`src/rtl/ieia_pkg.sv`:
```
// Package for the indexed insert/erase array: operation codes, status codes
// and the result record passed from the sequencer to the top level.
// No dependencies.
`default_nettype none
package ieia_pkg;

  localparam int unsigned WORD_W = 32;
  localparam int unsigned POS_W  = 4;
  localparam int unsigned OP_W   = 2;

  localparam logic [OP_W-1:0] OP_INSERT = 2'd0;
  localparam logic [OP_W-1:0] OP_ERASE  = 2'd1;
  localparam logic [OP_W-1:0] OP_READ   = 2'd2;

  typedef enum logic [1:0] {
    ST_OK    = 2'd0,
    ST_FULL  = 2'd1,
    ST_RANGE = 2'd2
  } status_t;

  typedef enum logic [2:0] {
    S_IDLE,
    S_FETCH,
    S_TAKE,
    S_MV_RD,
    S_MV_WR,
    S_PUT,
    S_DONE
  } seq_state_t;

  typedef struct packed {
    logic              done;
    logic [WORD_W-1:0] data;
    status_t           status;
  } seq_res_t;

endpackage
`default_nettype wire

```
`src/rtl/ieia_ram.sv`:
```
// Generic single-write, single-read RAM with a registered read port.
// No dependencies.
`default_nettype none
module ieia_ram #(
  parameter int unsigned WIDTH = 32,
  parameter int unsigned DEPTH = 16
) (
  input  wire logic                     clk,
  input  wire logic                     we,
  input  wire logic [$clog2(DEPTH)-1:0] waddr,
  input  wire logic [WIDTH-1:0]         wdata,
  input  wire logic [$clog2(DEPTH)-1:0] raddr,
  output      logic [WIDTH-1:0]         rdata
);

  logic [WIDTH-1:0] mem [DEPTH];

  always_ff @(posedge clk) begin
    if (we) begin
      mem[waddr] <= wdata;
    end
    rdata <= mem[raddr];
  end

endmodule
`default_nettype wire

```
`src/rtl/ieia_seq.sv`:
```
// Sequencer for the indexed insert/erase array: checks each request, then
// moves entries one at a time through the shared RAM port. Uses ieia_pkg.
`default_nettype none
module ieia_seq #(
  parameter int unsigned CAPACITY = 16
) (
  input  wire logic                              clk,
  input  wire logic                              rst,
  input  wire logic                              in_valid,
  output      logic                              in_stall,
  input  wire logic [ieia_pkg::OP_W-1:0]         operation,
  input  wire logic [ieia_pkg::POS_W-1:0]        position,
  input  wire logic [ieia_pkg::WORD_W-1:0]       value,
  input  wire logic                              out_free,
  output      ieia_pkg::seq_res_t                res,
  output      logic [$clog2(CAPACITY+1)-1:0]     count,
  output      logic                              ram_we,
  output      logic [$clog2(CAPACITY)-1:0]       ram_waddr,
  output      logic [ieia_pkg::WORD_W-1:0]       ram_wdata,
  output      logic [$clog2(CAPACITY)-1:0]       ram_raddr,
  input  wire logic [ieia_pkg::WORD_W-1:0]       ram_rdata
);

  localparam int unsigned AW   = $clog2(CAPACITY);
  localparam int unsigned CW   = $clog2(CAPACITY + 1);
  localparam int unsigned CMPW = (CW > ieia_pkg::POS_W) ? CW : ieia_pkg::POS_W;
  localparam int unsigned EW   = CMPW + 1;

  ieia_pkg::seq_state_t state, state_next;

  logic [ieia_pkg::OP_W-1:0]   op_q;
  logic [ieia_pkg::POS_W-1:0]  pos_q;
  logic [ieia_pkg::WORD_W-1:0] val_q;
  logic [AW-1:0]               idx, idx_next;
  logic [CW-1:0]               count_next;
  logic [ieia_pkg::WORD_W-1:0] data_q, data_next;
  ieia_pkg::status_t           status_q, status_next;

  logic              accept;
  ieia_pkg::status_t acc_status;
  logic [EW-1:0]     pos_in_e, pos_q_e, count_e, idx_e;
  logic              is_full;

  assign accept   = in_valid && (state == ieia_pkg::S_IDLE);
  assign pos_in_e = EW'(position);
  assign pos_q_e  = EW'(pos_q);
  assign count_e  = EW'(count);
  assign idx_e    = EW'(idx);
  assign is_full  = (count == CW'(CAPACITY));

  // Admission check on the incoming request.
  always_comb begin
    case (operation)
      ieia_pkg::OP_INSERT: begin
        if (is_full) begin
          acc_status = ieia_pkg::ST_FULL;
        end else if (pos_in_e > count_e) begin
          acc_status = ieia_pkg::ST_RANGE;
        end else begin
          acc_status = ieia_pkg::ST_OK;
        end
      end
      ieia_pkg::OP_ERASE, ieia_pkg::OP_READ: begin
        acc_status = (pos_in_e >= count_e) ? ieia_pkg::ST_RANGE : ieia_pkg::ST_OK;
      end
      default: acc_status = ieia_pkg::ST_RANGE;
    endcase
  end

  // Next state.
  always_comb begin
    state_next = state;
    case (state)
      ieia_pkg::S_IDLE: begin
        if (accept) begin
          if (acc_status != ieia_pkg::ST_OK) begin
            state_next = ieia_pkg::S_DONE;
          end else if (operation == ieia_pkg::OP_INSERT) begin
            state_next = (pos_in_e == count_e) ? ieia_pkg::S_PUT : ieia_pkg::S_MV_RD;
          end else begin
            state_next = ieia_pkg::S_FETCH;
          end
        end
      end
      ieia_pkg::S_FETCH: state_next = ieia_pkg::S_TAKE;
      ieia_pkg::S_TAKE: begin
        if (op_q == ieia_pkg::OP_ERASE && pos_q_e + EW'(1) != count_e) begin
          state_next = ieia_pkg::S_MV_RD;
        end else begin
          state_next = ieia_pkg::S_DONE;
        end
      end
      ieia_pkg::S_MV_RD: state_next = ieia_pkg::S_MV_WR;
      ieia_pkg::S_MV_WR: begin
        if (op_q == ieia_pkg::OP_INSERT) begin
          state_next = (idx_e == pos_q_e + EW'(1)) ? ieia_pkg::S_PUT : ieia_pkg::S_MV_RD;
        end else begin
          state_next = (idx_e + EW'(2) == count_e) ? ieia_pkg::S_DONE : ieia_pkg::S_MV_RD;
        end
      end
      ieia_pkg::S_PUT: state_next = ieia_pkg::S_DONE;
      ieia_pkg::S_DONE: begin
        if (out_free) begin
          state_next = ieia_pkg::S_IDLE;
        end
      end
      default: state_next = ieia_pkg::S_IDLE;
    endcase
  end

  // Outputs: RAM port control, handshake and result.
  always_comb begin
    in_stall   = (state != ieia_pkg::S_IDLE);
    ram_we     = 1'b0;
    ram_waddr  = idx;
    ram_wdata  = ram_rdata;
    ram_raddr  = AW'(pos_q_e);
    res.done   = 1'b0;
    res.data   = data_q;
    res.status = status_q;
    case (state)
      ieia_pkg::S_MV_RD: begin
        ram_raddr = (op_q == ieia_pkg::OP_INSERT) ? idx - AW'(1) : idx + AW'(1);
      end
      ieia_pkg::S_MV_WR: ram_we = 1'b1;
      ieia_pkg::S_PUT: begin
        ram_we    = 1'b1;
        ram_waddr = AW'(pos_q_e);
        ram_wdata = val_q;
      end
      ieia_pkg::S_DONE: res.done = out_free;
      default: ;
    endcase
  end

  // Working registers: index, count and the result being built.
  always_comb begin
    idx_next    = idx;
    count_next  = count;
    data_next   = data_q;
    status_next = status_q;
    case (state)
      ieia_pkg::S_IDLE: begin
        if (accept) begin
          idx_next    = AW'(count_e);
          data_next   = '0;
          status_next = acc_status;
        end
      end
      ieia_pkg::S_TAKE: begin
        if (op_q == ieia_pkg::OP_ERASE) begin
          data_next = ram_rdata;
          idx_next  = AW'(pos_q_e);
          if (pos_q_e + EW'(1) == count_e) begin
            count_next = count - CW'(1);
          end
        end else begin
          data_next = ram_rdata;
        end
      end
      ieia_pkg::S_MV_WR: begin
        if (op_q == ieia_pkg::OP_INSERT) begin
          idx_next = idx - AW'(1);
        end else begin
          idx_next = idx + AW'(1);
          if (idx_e + EW'(2) == count_e) begin
            count_next = count - CW'(1);
          end
        end
      end
      ieia_pkg::S_PUT: count_next = count + CW'(1);
      default: ;
    endcase
  end

  always_ff @(posedge clk) begin
    if (rst) begin
      state <= ieia_pkg::S_IDLE;
      count <= '0;
    end else begin
      state <= state_next;
      count <= count_next;
    end
  end

  always_ff @(posedge clk) begin
    if (accept) begin
      op_q  <= operation;
      pos_q <= position;
      val_q <= value;
    end
    idx      <= idx_next;
    data_q   <= data_next;
    status_q <= status_next;
  end

endmodule
`default_nettype wire

```
`src/rtl/indexed_insert_erase_array_top.sv`:
```
// Top level of the indexed insert/erase array: sequencer, entry RAM and the
// result register. Uses ieia_pkg, ieia_seq and ieia_ram.
`default_nettype none
//
//  Channel | Handshake          | Payload
//  --------+--------------------+---------------------------------------
//  in      | in_valid, in_stall | operation, position, value
//  out     | out_valid,out_stall| read_data, entry_count, status
//
// Every request yields exactly one result; in an insert or an erase, each moved
// entry costs one read and one write on the RAM port.
// A synchronous reset empties the list; the entry storage itself is not cleared.
// A new request is taken while the previous result still waits in the output
// register; a result that cannot be delivered holds the sequencer until it can.
module indexed_insert_erase_array_top #(
  parameter int unsigned CAPACITY = 16
) (
  input  wire logic                               clk,
  input  wire logic                               rst,
  input  wire logic                               in_valid,
  output      logic                               in_stall,
  input  wire logic [1:0]                         operation,
  input  wire logic [3:0]                         position,
  input  wire logic signed [31:0]                 value,
  output      logic                               out_valid,
  input  wire logic                               out_stall,
  output      logic signed [31:0]                 read_data,
  output      logic [$clog2(CAPACITY+1)-1:0]      entry_count,
  output      logic [1:0]                         status
);

  localparam int unsigned AW = $clog2(CAPACITY);
  localparam int unsigned CW = $clog2(CAPACITY + 1);

  ieia_pkg::seq_res_t          res;
  logic [CW-1:0]               count;
  logic                        out_free;
  logic                        out_valid_next;
  logic                        ram_we;
  logic [AW-1:0]               ram_waddr;
  logic [AW-1:0]               ram_raddr;
  logic [ieia_pkg::WORD_W-1:0] ram_wdata;
  logic [ieia_pkg::WORD_W-1:0] ram_rdata;

  // The output register is free when empty or when its result leaves now.
  assign out_free = !out_valid || !out_stall;

  ieia_seq #(
    .CAPACITY (CAPACITY)
  ) u_seq (
    .clk       (clk),
    .rst       (rst),
    .in_valid  (in_valid),
    .in_stall  (in_stall),
    .operation (operation),
    .position  (position),
    .value     (value),
    .out_free  (out_free),
    .res       (res),
    .count     (count),
    .ram_we    (ram_we),
    .ram_waddr (ram_waddr),
    .ram_wdata (ram_wdata),
    .ram_raddr (ram_raddr),
    .ram_rdata (ram_rdata)
  );

  // Entry storage; only positions below the count are ever read back.
  ieia_ram #(
    .WIDTH (ieia_pkg::WORD_W),
    .DEPTH (CAPACITY)
  ) u_ram (
    .clk   (clk),
    .we    (ram_we),
    .waddr (ram_waddr),
    .wdata (ram_wdata),
    .raddr (ram_raddr),
    .rdata (ram_rdata)
  );

  // The result register loads when the sequencer finishes a request and
  // empties when the consumer takes it without a new one arriving.
  always_comb begin
    out_valid_next = out_valid;
    if (res.done) begin
      out_valid_next = 1'b1;
    end else if (!out_stall) begin
      out_valid_next = 1'b0;
    end
  end

  always_ff @(posedge clk) begin
    if (rst) begin
      out_valid <= 1'b0;
    end else begin
      out_valid <= out_valid_next;
    end
  end

  always_ff @(posedge clk) begin
    if (res.done) begin
      read_data   <= res.data;
      entry_count <= count;
      status      <= res.status;
    end
  end

  // The count can never pass the capacity.
  a_count_bound: assert property (@(posedge clk) disable iff (rst)
    out_valid |-> entry_count <= CW'(CAPACITY))
    else $error("entry count above capacity");

  // A full report only comes with a full list.
  a_full_count: assert property (@(posedge clk) disable iff (rst)
    (out_valid && status == ieia_pkg::ST_FULL) |-> entry_count == CW'(CAPACITY))
    else $error("full status with room left");

  // A rejected request returns no data.
  a_fail_zero: assert property (@(posedge clk) disable iff (rst)
    (out_valid && status != ieia_pkg::ST_OK) |-> read_data == '0)
    else $error("data returned on a rejected request");

  // A finished result is only produced when the output register can take it.
  a_no_overwrite: assert property (@(posedge clk) disable iff (rst)
    res.done |-> out_free)
    else $error("result produced while output register is held");

endmodule
`default_nettype wire

```
`config.mk`:
```
export PLATFORM = sky130hd
export DESIGN_NAME = indexed_insert_erase_array_top
export DESIGN_NICKNAME = d
export VERILOG_FILES = /design/src/rtl/ieia_pkg.sv /design/src/rtl/ieia_ram.sv /design/src/rtl/ieia_seq.sv /design/src/rtl/indexed_insert_erase_array_top.sv
export SDC_FILE = /design/constraint.sdc
export NUM_CORES = 1
export LEC_CHECK = 0
export ABC_AREA = 0
export BUFFER_PORTS_ARGS = -buffer_cell sky130_fd_sc_hd__buf_2
export CORE_MARGIN = 2
export CORE_UTILIZATION = 45
export DETAILED_ROUTE_END_ITERATION = 8
export PLACE_DENSITY_LB_ADDON = 0.1
export REMOVE_ABC_BUFFERS = 1
export SETUP_SLACK_MARGIN = 0.5
export SKIP_CTS_REPAIR_TIMING = 1
export SYNTH_ARGS = -nofsm -noshare
export SYNTH_HDL_FRONTEND = slang
export SYNTH_SLANG_ARGS = --single-unit
```
`constraint.sdc`:
```
create_clock -name clk -period 4.4 [get_ports clk]
set_input_delay 0.66 -clock clk [delete_from_list [all_inputs] [get_ports clk]]
set_output_delay 0.66 -clock clk [all_outputs]
set_load 0.02 [all_outputs]
```
==> results of run 1 <==
## placed cells by master, fill, tap and decap left out, types with 7 or more instances in the layout
| master | instances |
|---|---|
| inv_1 | 15 |
| buf_12 | 11 |
| clkinv_2 | 9 |
| xnor2_1 | 14 |
| edfxtp_1 | 627 |
| a21oi_1 | 11 |
| o21ai_0 | 9 |
| clkbuf_16 | 73 |
| a22oi_1 | 66 |
| buf_2 | 82 |
| nand2_1 | 43 |
| bufinv_16 | 7 |
| and2_1 | 33 |
| nor2_4 | 20 |
| dfxtp_1 | 41 |
| ha_1 | 13 |
| nor2_1 | 20 |
| a31oi_1 | 7 |
| mux2_2 | 32 |
| mux4_2 | 128 |
| xor2_1 | 7 |
| clkbuf_1 | 22 |
| buf_4 | 27 |
## state kept, by name (all words and copies together), names as in the netlist
name            flops
entry_count         5
out_valid           1
read_data          32
status              2
u_ram.mem         512
u_ram.rdata        32
u_seq.count         5
u_seq.data_q       32
u_seq.idx           4
u_seq.op_q          2
u_seq.pos_q         4
u_seq.state         3
u_seq.status_q      2
u_seq.val_q        32
## cell type report
type / instances / area [sq um] / area share (%)
clock inverter: 28 / 353 / 1.20
timing repair buffer: 120 / 833 / 2.85
inverter: 16 / 60.1 / 0.205
tap: 748 / 936 / 3.20
clock buffer: 100 / 1980 / 6.75
sequential: 668 / 19600 / 67.1
multi-input combinational: 473 / 5480 / 18.7
## synthesized netlist by cell type, types with 14 or more instances
cell      instances  area, sq um
edfxtp_1        627        18800
mux4_2          128         2880
a22oi_1          66          495
nand2_1          44          165
dfxtp_1          41          821
nor2_1           38          143
and2_1           33          206
mux2_2           32          360
buf_2            25          125
inv_1            16         60.1
clkbuf_1         14         52.6
xnor2_1          14          123
## metal layers
metal / global-route usage, % / part of all wire (%) / vias up
met2: 31.3 / 47 / 362
met4: 5.18 / 1.9 / 0
li1: - / - / 5257
met5: 0 / 0 / -
met3: 3.94 / 5.3 / 88
met1: 29.7 / 46 / 6412
## worst max-delay path, stage by stage (launching register included)
cell,delay (ns)
dfxtp_1,0.61
nor2b_1,0.51
nand2_2,0.38
nor3b_1,0.30
a31oi_1,0.21
nor2_4,0.43
buf_4,0.58
## path summary, 6_finish.rpt
| kind | slack (ns) | start | cells past startpoint | endpoint |
|---|---|---|---|---|
| worst max-delay path | 0.98 | u_seq.state[2] | 6 | u_ram.mem[13][1] |
| worst min-delay path | 0.23 | value[3] | 1 | u_seq.val_q[3] |
| worst max register to register | 0.98 | u_seq.state[2] | 6 | u_ram.mem[13][1] |
| worst min register to register | 0.42 | u_seq.data_q[10] | 0 | read_data[10] |
## power by group through the flow
stage / Combinational [mW] / Clock [mW] / Sequential, mW
4_1_cts: 4.43 / 6.09 / 9.03
3_3_place_gp: 4.38 / 0 / 9.14
5_1_grt: 4.78 / 6.33 / 9.10
3_5_place_dp: 4.42 / 0 / 9.15
2_1_floorplan: 3.24 / 0 / 9.02
6_report: 4.36 / 5.96 / 9.03
## logic make-up after synthesis
family	after synthesis
flip-flops	668
multiplexers	162
AND/OR/NAND/NOR	151
AO/OA/AOI/OAI	124
buffers and inverters	79
XOR/XNOR	21
adder cells (fa/ha/maj)	15
## stage by stage
stage | TNS [ns] | utilization (%) | power [mW]
after floorplan | -137.23 | - | 12.3
after global placement | 0 | 48.6 | 13.5
after detailed placement | 0 | 48.6 | 13.6
after CTS | 0 | 52.9 | 19.6
after global routing | 0 | 52.9 | 20.2
final | 0 | 52.9 | 19.3
==> impl_table.tex, run 1 <==
\begin{tabular}{lr}
\hline
Metric & Value \\
\hline
\multicolumn{2}{l}{\textbf{Critical path}} \\
\quad Startpoint types & flop \\
\quad Critical path class & flop to flop \\
\quad Critical path fanouts, max & 25 \\
\quad Crit path capture type & flop \\
\quad Arrival time at the worst endpoint & 3.64 ns \\
\quad Data required time at the worst endpoint & 4.61 ns \\
\multicolumn{2}{l}{\textbf{Clocking}} \\
\quad TritonCTS Buffers & 71 \\
\quad CTS tree & done \\
\quad Num Clock Sinks & 668 \\
\quad H-tree Lvls & 3 \\
\quad Maximum count of clock buffers along a single path & 3 \\
\quad Root Driver & clkbuf\_16 \\
\quad Reg clk slew, reported paths & 0.06 ns \\
\quad Clock latency reported for the late side of the worst-skew pair & 0.60 ns \\
\multicolumn{2}{l}{\textbf{Yosys}} \\
\quad Mux cell area share after synthesis & 12.9\% \\
\quad Number of synthesized register bits & 668 \\
\quad Synth cell types & 52 \\
\quad Synth Area in XOR/XNOR & 0.726\% \\
\quad Adder-cell share of the synthesized area & 0.800\% \\
\quad Combinational family with the most area after synthesis & multiplexers \\
\quad Simple logic cell fraction of the synthesized area & 2.98\% \\
\quad Post-synth top flop & edfxtp\_1 \\
\quad Gate count after technology mapping & 1,220 \\
\quad Number of enable-type register cells in the synthesized netlist & 627 \\
\quad Netlist area before placement & 25,300 sq um \\
\quad Mean area per synthesized cell & 20.8 sq um \\
\quad Fraction of registers with async set/reset & 0\% \\
\quad Seq/Total Area, Yosys & 77.6\% \\
\quad Synthesized-area fraction occupied by ao, oa, aoi and oai cells & 3.51\% \\
\quad Synthesis warning total & 0 \\
\multicolumn{2}{l}{\textbf{Outcome}} \\
\quad Result of the run & completed \\
\multicolumn{2}{l}{\textbf{STA}} \\
\quad Final Hold Violating Endpoints & 0 \\
\quad Total setup violations reported at the end of the flow & 0 \\
\quad F\_max & 0.292 GHz \\
\quad Total count of max-transition violations in the final report & 0 \\
\quad Fin Hold WS & 0.231 ns \\
\quad Relative slew slack & 35.4\% \\
\quad Setup repair after global routing missed its margin & no \\
\quad Pin slew with the least headroom to its limit & 0.965 ns \\
\quad Layout Skew & 0.0203 ns \\
\quad Period utilization & 77.8\% \\
\quad Worst-case setup margin in the final layout & 0.977 ns \\
\quad Final period demand of the worst path & 3.42 ns \\
\multicolumn{2}{l}{\textbf{Detailed routing}} \\
\quad Number of vias per cell & 5.63 \\
\quad Starting DRC count in detailed routing & 1,184 \\
\quad Routed vias & 12,100 \\
\quad Number of DRC violations after detailed routing & 0 \\
\quad First drt pass iteration count & 5 \\
\quad WL per Instance & 26.4 microns \\
\quad Total detailed-routing wirelength & 56.9 mm \\
\quad Remaining number of nets flagged by the antenna check after routing & 0 \\
\multicolumn{2}{l}{\textbf{Die}} \\
\quad Number of ports placed on the die boundary & 83 \\
\quad Standard-cell row count & 86 \\
\quad Area enclosed by the die boundary & 58,200 sq um \\
\quad Initial cell density of the core & 45.7\% \\
\quad Die Y-Extent & 241 microns \\
\quad Chip width & 241 microns \\
\quad Placeable core region & 55,400 sq um \\
\multicolumn{2}{l}{\textbf{Global route}} \\
\quad Number of antenna violations at the first check in global routing & 1 \\
\quad Global-route wire length before repair & 83.9 mm \\
\quad Maximum number of pins on one net before global-route repair & 109 \\
\quad Vias in the first global route & 12,500 \\
\quad All-Layer GR Usage & 20.2\% \\
\quad Overall overflow remaining after global route & 0 \\
\multicolumn{2}{l}{\textbf{Layout}} \\
\quad Fraction of layout instances using a drive strength above 1 & 29.4\% \\
\quad Post-layout instance area & 29,300 sq um \\
\quad Count of placed standard cells in the final layout, fillers left out & 2,153 \\
\quad Number of filler instances in the final layout & 4,323 \\
\quad Synthesis-to-layout area growth & 15.6\% \\
\quad Number of nets in the layout & 1,407 \\
\quad Inserted Diodes & 0 \\
\multicolumn{2}{l}{\textbf{Placement}} \\
\quad Placed inst area & 27,000 sq um \\
\quad Count of placed standard cells including taps & 2,025 \\
\quad Weighted congestion at the end of routability-driven global placement & 0.796 \\
\quad Post-Place Worst Slack & 1.02 ns \\
\quad Placed wire-length estimate after detailed placement & 30.1 mm \\
\quad Buffers on Ports & 82 \\
\multicolumn{2}{l}{\textbf{Power}} \\
\quad Power spent charging and discharging nets & 5.53 mW \\
\quad Part of the total power dissipated in combinational logic & 22.5\% \\
\quad Leakage power & 9.60 nW \\
\quad Clock group share of total power & 30.8\% \\
\quad Int Power & 13.8 mW \\
\quad Switching power as a share of total power & 28.6\% \\
\quad Share of total power in sequential cells & 46.7\% \\
\quad Worst IR Drop VDD & 0.370 mV \\
\quad Total power density per cell area & 661 nW/um\^{}2 \\
\multicolumn{2}{l}{\textbf{Run}} \\
\quad MaxCap Viol Count & 0 \\
\multicolumn{2}{l}{\textbf{Min path}} \\
\quad Class of the most critical hold timing path & input pin to flop \\
\hline
\end{tabular}
Power figures use the tool's default switching activity.
==> run 2, diff against run 1 <==
--- a/config.mk
+++ b/config.mk
@@ -5,7 +5,7 @@
 export SDC_FILE = /design/constraint.sdc
 export NUM_CORES = 1
 export LEC_CHECK = 0
-export ABC_AREA = 0
+export ABC_AREA = 1
 export BUFFER_PORTS_ARGS = -buffer_cell sky130_fd_sc_hd__buf_2
 export CORE_MARGIN = 2
 export CORE_UTILIZATION = 45
==> constraint.sdc (replaced) <==
create_clock -name clk -period 3 [get_ports clk]
set_input_delay 0.45 -clock clk [delete_from_list [all_inputs] [get_ports clk]]
set_output_delay 0.45 -clock clk [all_outputs]
set_load 0.02 [all_outputs]
==> run 2 against run 1 <==
Compared with the run above:
- setup slack worse by 0.50 ns
- cell area up 6.2%
- critical path depth up 4
- hold slack worse by 0.21 ns
- core utilization up 1.2 points
- critical path type unchanged
- largest power group unchanged
==> impl_table.tex, run 2 <==
\begin{tabular}{lr}
\hline
Metric & Value \\
\hline
\multicolumn{2}{l}{\textbf{Layout}} \\
\quad Number of filler instances in the final layout & 4,751 (+9.9\%) \\
\quad Max reg flops & 512 (unchanged) \\
\quad Commonest cells after routing, fill and taps aside & edfxtp\_1 (627), nor2\_1 (381), o21ai\_0 (181) \\
\quad Number of nets in the layout & 2,204 (+57\%) \\
\quad Commonest non-fill, non-tap cell in the layout & edfxtp\_1 \\
\quad Post-layout instance area & 31,100 sq um (+6.2\%) \\
\quad Most flop-heavy register & u\_ram.mem \\
\quad Fraction of layout instances using a drive strength above 1 & 16.3\% (-13 points) \\
\quad Synthesis-to-layout area growth & 18.9\% \\
\quad Inserted Diodes & 0 (unchanged) \\
\multicolumn{2}{l}{\textbf{STA}} \\
\quad Fin Hold WS & 0.0192 ns (-0.212 ns) \\
\quad Pin slew with the least headroom to its limit & 1.19 ns (+0.226 ns) \\
\quad Worst-case setup margin in the final layout & 0.475 ns (-0.502 ns) \\
\quad Total setup violations reported at the end of the flow & 0 (unchanged) \\
\quad Period utilization & 84.2\% (+6.4 points) \\
\quad Final Hold Violating Endpoints & 0 (unchanged) \\
\quad Setup repair after global routing missed its margin & yes \\
\quad Layout Skew & 0.0251 ns (+0.00478 ns) \\
\quad Relative slew slack & 20.6\% (-15 points) \\
\quad F\_max & 0.396 GHz (+36\%) \\
\quad Total count of max-transition violations in the final report & 0 (unchanged) \\
\quad Final period demand of the worst path & 2.52 ns (-0.898 ns) \\
\multicolumn{2}{l}{\textbf{Power}} \\
\quad Switching power as a share of total power & 33.9\% (+5.3 points) \\
\quad Int Power & 20.3 mW (+47\%) \\
\quad Clock group share of total power & 26.5\% (-4.3 points) \\
\quad Leakage power & 10.8 nW (+12\%) \\
\quad Total power density per cell area & 990 nW/um\^{}2 (+50\%) \\
\quad Worst IR Drop VDD & 0.481 mV (+30\%) \\
\quad Power spent charging and discharging nets & 10.5 mW (+89\%) \\
\quad Final Power & 30.8 mW (+59\%) \\
\quad Share of total power in sequential cells & 43.1\% (-3.6 points) \\
\quad Part of the total power dissipated in combinational logic & 30.4\% (+7.9 points) \\
\multicolumn{2}{l}{\textbf{Die}} \\
\quad Number of ports placed on the die boundary & 83 (unchanged) \\
\quad Standard-cell row count & 88 (+2.3\%) \\
\quad Area enclosed by the die boundary & 60,100 sq um (+3.3\%) \\
\quad Chip width & 245 microns (+1.6\%) \\
\quad Placeable core region & 57,600 sq um (+3.9\%) \\
\quad Initial cell density of the core & 45.5\% (-0.25 points) \\
\quad Die Y-Extent & 245 microns (+1.6\%) \\
\multicolumn{2}{l}{\textbf{Clocking}} \\
\quad Reg clk slew, reported paths & 0.06 ns (about the same) \\
\quad TritonCTS Buffers & 71 (unchanged) \\
\quad Num Clock Sinks & 668 (unchanged) \\
\quad H-tree Lvls & 3 (unchanged) \\
\quad Root Driver & clkbuf\_16 \\
\quad CTS tree & done \\
\quad Clock latency reported for the late side of the worst-skew pair & 0.61 ns (about the same) \\
\quad Maximum count of clock buffers along a single path & 3 (unchanged) \\
\multicolumn{2}{l}{\textbf{Critical path}} \\
\quad Crit path capture type & flop \\
\quad Worst path top cell family by delay & buffers and inverters \\
\quad Cell with the biggest individual delay on the critical path & edfxtp\_1 \\
\quad Maximum cell stage delay along the critical path & 0.52 ns (-0.09 ns) \\
\quad Startpoint types & flop \\
\quad Data required time at the worst endpoint & 3.56 ns (-1.05 ns) \\
\quad Critical path class & flop to flop \\
\quad Bufs and invs on worst path & 4 (+3) \\
\quad Critical path fanouts, max & 8 (-68\%) \\
\quad Cell breakdown of the critical path & inv\_2 -> fa\_2 -> o21ai\_4 -> buf\_6 -> buf\_12 -> buf\_16 -> o21ai\_0 -> o221ai\_1 -> nand3\_1 -> nand2\_1 \\
\quad Arrival time at the worst endpoint & 3.08 ns (-0.56 ns) \\
\multicolumn{2}{l}{\textbf{Detailed routing}} \\
\quad Total detailed-routing wirelength & 71.5 mm (+26\%) \\
\quad Number of vias per cell & 5.64 (+0.17\%) \\
\quad First drt pass iteration count & 5 (unchanged) \\
\quad Remaining number of nets flagged by the antenna check after routing & 0 (unchanged) \\
\quad Starting DRC count in detailed routing & 1,747 (+48\%) \\
\quad Routed vias & 16,700 (+38\%) \\
\quad WL per Instance & 24.1 microns (-8.7\%) \\
\quad Number of DRC violations after detailed routing & 0 (unchanged) \\
\multicolumn{2}{l}{\textbf{Outcome}} \\
\quad Result of the run & completed \\
\multicolumn{2}{l}{\textbf{Yosys}} \\
\quad Netlist area before placement & 26,200 sq um (+3.3\%) \\
\quad Synth area leaders & edfxtp\_1 (72\%), nor2\_1 (5.7\%), o21ai\_0 (3.6\%) \\
\quad Synth cell types & 33 (-37\%) \\
\quad Cell type with the largest total area after synthesis & edfxtp\_1 \\
\quad Fraction of registers with async set/reset & 0\% (unchanged) \\
\quad Seq/Total Area, Yosys & 75.1\% (-2.5 points) \\
\quad Commonest cells in the synthesized netlist & edfxtp\_1 (627), nor2\_1 (400), o21ai\_0 (186) \\
\quad Mean area per synthesized cell & 13.3 sq um (-36\%) \\
\quad Gate count after technology mapping & 1,962 (+61\%) \\
\quad Most numerous cell in the Yosys netlist & edfxtp\_1 \\
\quad Synthesis warning total & 0 (unchanged) \\
\quad Number of enable-type register cells in the synthesized netlist & 627 (unchanged) \\
\quad Post-synth top flop & edfxtp\_1 \\
\quad Area share of the largest cell type after synthesis & 71.9\% (-2.4 points) \\
\quad Number of synthesized register bits & 668 (unchanged) \\
\multicolumn{2}{l}{\textbf{Global route}} \\
\quad All-Layer GR Usage & 22.2\% (+2.0 points) \\
\quad Maximum number of pins on one net before global-route repair & 159 (+46\%) \\
\quad Vias in the first global route & 16,000 (+28\%) \\
\quad Global-route wire length before repair & 99.7 mm (+19\%) \\
\quad Number of antenna violations at the first check in global routing & 0 (-1) \\
\quad Overall overflow remaining after global route & 0 (unchanged) \\
\multicolumn{2}{l}{\textbf{Placement}} \\
\quad Buffers on Ports & 82 (unchanged) \\
\quad Placed inst area & 28,100 sq um (+4.1\%) \\
\quad Weighted congestion at the end of routability-driven global placement & 0.812 (+1.9\%) \\
\quad Post-Place Worst Slack & 0.385 ns (-0.638 ns) \\
\quad Placed wire-length estimate after detailed placement & 36.3 mm (+21\%) \\
\multicolumn{2}{l}{\textbf{Run}} \\
\quad MaxCap Viol Count & 0 (unchanged) \\
\multicolumn{2}{l}{\textbf{Min path}} \\
\quad Class of the most critical hold timing path & input pin to flop \\
\hline
\end{tabular}
run 2: changes by cell type after synthesis, moves of 31 or more:
cell,before,now
nor2_1,38,400
nand3_1,5,53
o21ai_0,10,186
mux2_2,32,0
and2_1,33,0
o22ai_1,0,31
mux4_2,128,0
inv_1,16,84
o221ai_1,0,70
a21oi_1,13,45
a22oi_1,66,0
o211ai_1,1,63
nand2_1,44,118
o21ai_1,0,87
run 2: final timing paths:
check | depth (start not counted) | slack [ns] | end | startpoint
max | 10 | 0.48 | u_ram.rdata[22] | u_seq.idx[1]
min | 1 | 0.02 | u_seq.val_q[12] | value[12]
max reg2reg | 10 | 0.48 | u_ram.rdata[22] | u_seq.idx[1]
min reg2reg | 0 | 0.42 | read_data[27] | u_seq.data_q[27]
run 2: stage by stage:
step / instances / utilization, % / TNS (ns)
floorplan: 1846 / - / -1019.47
global placement: 2784 / 48.7 / 0
detailed placement: 2784 / 48.7 / 0
CTS: 2910 / 52.4 / 0
global route: 2965 / 54.0 / 0
finish: 2965 / 54.0 / 0
run 2: cell type report:
class                           count  area, sq um  area share (%)
Tap cell                          765          957            3.08
Clock inverter                     26          156           0.503
Multi-Input combinational cell   1090         5710            18.4
Inverter                           88          350            1.13
Sequential cell                   668        19700            63.2
Clock buffer                      100         1970            6.32
Timing Repair Buffer              228         2320            7.45
run 2: metal layers:
layer	share of wire, %	global-route usage (%)	up-vias	wire length (microns)
met4	2.7	7.60	0	1920
met1	44	31.1	8372	31700
met3	6.3	3.73	123	4500
li1	-	-	7609	-
met2	47	35.4	614	33400
met5	0	0	-	0
run 2: logic make-up after synthesis:
family	count (synthesis)	share of synthesized area [%]
adder cells (fa/ha/maj)	15	0.774
AND/OR/NAND/NOR	582	8.76
AO/OA/AOI/OAI	485	11.1
flip-flops	668	75.1
XOR/XNOR	8	0.268
buffers and inverters	204	4.01
run 2: worst reg2reg max path: stages, from the launching register on:
cell and delay [ns]:
edfxtp_1 0.52, inv_2 0.14, fa_2 0.48, o21ai_4 0.26, buf_6 0.18, buf_12 0.17, buf_16 0.15, o21ai_0 0.10
o221ai_1 0.29, nand3_1 0.12, nand2_1 0.07
run 2: power groups by stage:
stage	registers, mW	clock network (mW)	logic (mW)
2_1_floorplan	13.4	0	4.82
3_3_place_gp	13.4	0	8.12
3_5_place_dp	13.5	0	8.26
4_1_cts	13.3	8.30	8.29
5_1_grt	13.4	8.66	10.2
6_report	13.3	8.16	9.35
